<file path="src/rtl/core/mf3_ram.sv">
// Generic single-clock RAM: one write port, one read port, registered read.
// No dependencies.
module mf3_ram #(
   parameter int WIDTH = 16,
   parameter int DEPTH = 256
) (
   input  logic                     clock,
   input  logic                     wr_en,
   input  logic [$clog2(DEPTH)-1:0] wr_addr,
   input  logic [WIDTH-1:0]         wr_data,
   input  logic                     rd_en,
   input  logic [$clog2(DEPTH)-1:0] rd_addr,
   output logic [WIDTH-1:0]         rd_data
);

   logic [WIDTH-1:0] mem_ff [DEPTH];
   logic [WIDTH-1:0] rd_data_ff;

   always_ff @(posedge clock) begin
      if (wr_en) begin
         mem_ff[wr_addr] <= wr_data;
      end
      if (rd_en) begin
         rd_data_ff <= mem_ff[rd_addr];
      end
   end

   assign rd_data = rd_data_ff;

endmodule

</file>
<file path="config.mk">
export PLATFORM = sky130hd
export DESIGN_NAME = mf3_ram
export DESIGN_NICKNAME = d
export VERILOG_FILES = /design/src/rtl/core/mf3_ram.sv
export SDC_FILE = /design/constraint.sdc
export NUM_CORES = 2
export LEC_CHECK = 0
export BUFFER_PORTS_ARGS = -buffer_cell sky130_fd_sc_hd__buf_4
export CAP_MARGIN = 40
export CORE_UTILIZATION = 40
export CTS_CLUSTER_SIZE = 14
export DETAILED_ROUTE_END_ITERATION = 10
export HOLD_SLACK_MARGIN = 0.1
export SETUP_SLACK_MARGIN = 0.05
export SYNTH_ARGS = -nofsm -noshare
export SYNTH_HDL_FRONTEND = slang
export SYNTH_SLANG_ARGS = --single-unit
</file>
<file path="constraint.sdc">
create_clock -name clock -period 2.9 [get_ports clock]
set_input_delay 0.29 -clock clock [delete_from_list [all_inputs] [get_ports clock]]
set_output_delay 0.29 -clock clock [all_outputs]
set_load 0.02 [all_outputs]
</file>
==> parameters.txt <==
Parameter                              Value

Timing
  Post-route fraction of the period consumed by the critical path    around 98%
  Final hold violation count    0
  Actual transition at the worst max-transition pin    between 1000 and 1500 ps
  Final Slew Violations    0
  Min Tclk post-route    2840 ps
  Total of endpoints with negative setup slack in the final report    0
  Setup Skew    between 60 and 70 ps
  Minimum setup slack in the final design    roughly 64 ps
  Highest attainable clock frequency    between 300 and 400 MHz
  RSZ-0062 raised after global routing    false
  Worst slew slack as a fraction of its limit    just under 30%

Clock tree
  Clock sink total    around 4000
  Clk slew on worst S/H paths    ~60 ps
  Clock root cell    sky130_fd_sc_hd__clkbuf_16
  CTS max path bufs    4
  Count of buffers added by post-CTS timing repair for setup    0
  Clock buffer count from CTS    ~400
  CTS tree    yes
  Insertion delay to the later sink of the worst-skew pair    roughly 1000 ps
  Maximum level of the CTS H-tree    5

Route
  1st-iter DRT viols    ~9900
  Post-DRT Antenna Nets    0
  Vias per Instance    ~5.8
  Remaining routing DRC violations    0
  Detailed Routing Iterations Pass 1    6
  Vias    roughly 81000
  Final wirelength    about 430000 um
  Average detailed-routed wire length per instance    a little over 30 um

Power and ir drop
  Worst vdd ir    slightly below 500 uV
  Power per standard cell area    668 mW/mm2
  Leakage    about 60 nW
  Power Total    between 0.1 and 0.15 W

Logic synthesis
  Number of cells produced by synthesis    roughly 7400
  Async set-or-reset flop fraction in the synthesized netlist    0%
  Post-Synthesis Cell Area    0.159 mm2
  Number of storage elements in the synthesis netlist    slightly above 4000
  Sequential share of the synthesized area    between 70% and 80%
  Synth warnings    0
  Average cell area after synthesis    roughly 22 um2
  EDFF count, synth    between 4000 and 5000
  Primary FF master, synth    sky130_fd_sc_hd__edfxtp_1
  Number of library cell types mapped by synthesis    between 50 and 60
  Net Count, Synth    7395

GRT
  Initial antenna violation count    26
  Number of global-route vias before repair    about 80000
  Gr usage total    a little over a fifth
  Global route overflow    0
  First-pass GRT wire length    a little over 600000 um
  Maximum number of pins on one net before global-route repair    ~110

Floorplanning
  Initial core utilization    between 40% and 50%
  Width of the die    632 um
  Height of the die    632 um
  Number of top-level pins    a little over 50
  Core Rows    231
  Die area    0.400 mm2
  Core outline area    around 0.40 mm2

Final layout
  End-of-flow core utilization    between 40% and 50%
  Most frequent cells in the layout    4112 x sky130_fd_sc_hd__edfxtp_1, 937 x sky130_fd_sc_hd__buf_4, 797 x sky130_fd_sc_hd__mux4_2
  Filler cell count in the final layout    32165
  Area added between synthesis and finish    17.8%
  Share of post-route cells with drive strength above 1    between 30 and 40%
  Nets    between 8000 and 9000
  Leading cell type in the layout, fill and taps excluded    sky130_fd_sc_hd__edfxtp_1
  Non-Filler Cell Area, Final    ~0.19 mm2

Placement
  Post-detailed-placement cell area    around 0.17 mm2
  Gpl congestion    between 0.8 and 0.9
  Dpl ws    -666 ps
  Hpwl dp    roughly 270000 um
  IO buf count    50

Critical path
  Crit end category    flip-flop
  Register-to-register path setup slack    about 64 ps
  Path type of the worst setup path    reg2reg
  Data required time of the worst path    between 3000 and 4000 ps
  Arrival time at the worst endpoint    roughly 3600 ps
  Launching element type of the critical path    flip-flop
  Max FO, Critical Path    1

Run
  Number of max-capacitance violations reported    0

Outcome
  Result of the run    complete, no violations

Worst hold path
  Worst hold path type    in2reg
==> path summary, 6_finish.rpt <==
path,endpoint,from,depth (start not counted)
worst min-delay path,mem_ff[181][2],wr_en,4
worst min register to register,rd_data[13],mem_ff[71][13],5
worst max-delay path,rd_data[13],mem_ff[59][13],6
worst max register to register,rd_data[13],mem_ff[59][13],6
==> cells by family (layout without fill, tap and decap cells) <==
| kind of cell | Yosys count | after routing | synth area share (%) |
|---|---|---|---|
| buf+inv | 456 | 1901 | 1.69 |
| flops | 4112 | 4112 | 77.7 |
| other cells | 0 | 16 | 0 |
| compound gates | 786 | 786 | 3.53 |
| simple gates | 556 | 556 | 1.57 |
| mux | 1450 | 1450 | 15.5 |
==> report_power, final <==
group          switching [W]  internal (W)  total (W)
registers          0.0000814        0.0655     0.0656
logic                0.00432       0.00278    0.00710
clock network         0.0228        0.0294     0.0522
==> worst max-delay path, stage by stage (launching register included) <==
cell	delay (ps)
sky130_fd_sc_hd__edfxtp_1	370
sky130_fd_sc_hd__mux4_2	480
sky130_fd_sc_hd__mux4_2	490
sky130_fd_sc_hd__a22o_1	390
sky130_fd_sc_hd__o32ai_1	570
sky130_fd_sc_hd__buf_4	240
sky130_fd_sc_hd__nor4_1	50
==> layer usage <==
metal	global-route usage, %	share of wire (%)	vias to the layer above
li1	-	-	33569
met1	29.3	40	43277
met2	34.8	48	3478
met3	3.68	7.8	604
met4	6.94	3.5	8
met5	0	0.016	-
==> timing repair <==
| item | 4_1_cts | 5_1_grt |
|---|---|---|
| gates resized for setup | 0 | 3 |
| hold endpoints to repair | 2428 | 0 |
| hold buffers | 23 | 0 |
| setup endpoints to repair | 0 | 2 |
==> per-stage QoR <==
step	hold slack (ps)	cells	TNS, ps
floorplan	389	7360	0
global placement	662	13264	-7280
detailed placement	665	13267	-7240
CTS	118	14047	0
global route	174	14052	0
finish	199	14063	0
==> final cells by class <==
type,count,area [um2],area share [%]
sequential,4112,123000,66.0
multi-input combinational,2792,33100,17.7
timing repair buffer,1140,10700,5.74
clock buffer,489,10600,5.69
tap,5242,6560,3.51
clock inverter,268,2560,1.37
antenna,16,40.0,0.0214
inverter,4,27.5,0.0147
==> cell usage after synthesis, drive strengths merged, types with 11 or more instances <==
cell,number,area share [%]
and3,11,0.043
o31ai,16,0.076
a21oi,175,0.55
nor3,92,0.29
mux2,88,0.62
a221oi,28,0.15
nand3,35,0.11
mux4,797,11
clkbuf,230,0.54
buf,222,1.1
mux2i,565,3.6
o221ai,253,1.4
nor4,18,0.075
a211oi,18,0.085
a22o,32,0.18
o21ai,38,0.12
edfxtp,4112,78
a22oi,43,0.20
o32ai,21,0.12
o22ai,148,0.58
nand2,38,0.090
nand4,26,0.10
nor2,304,0.72
==> state kept, by name (all words and copies together) (netlist names) <==
signal,count
rd_data,16
mem_ff,4096
Power figures use the tool's default switching activity.
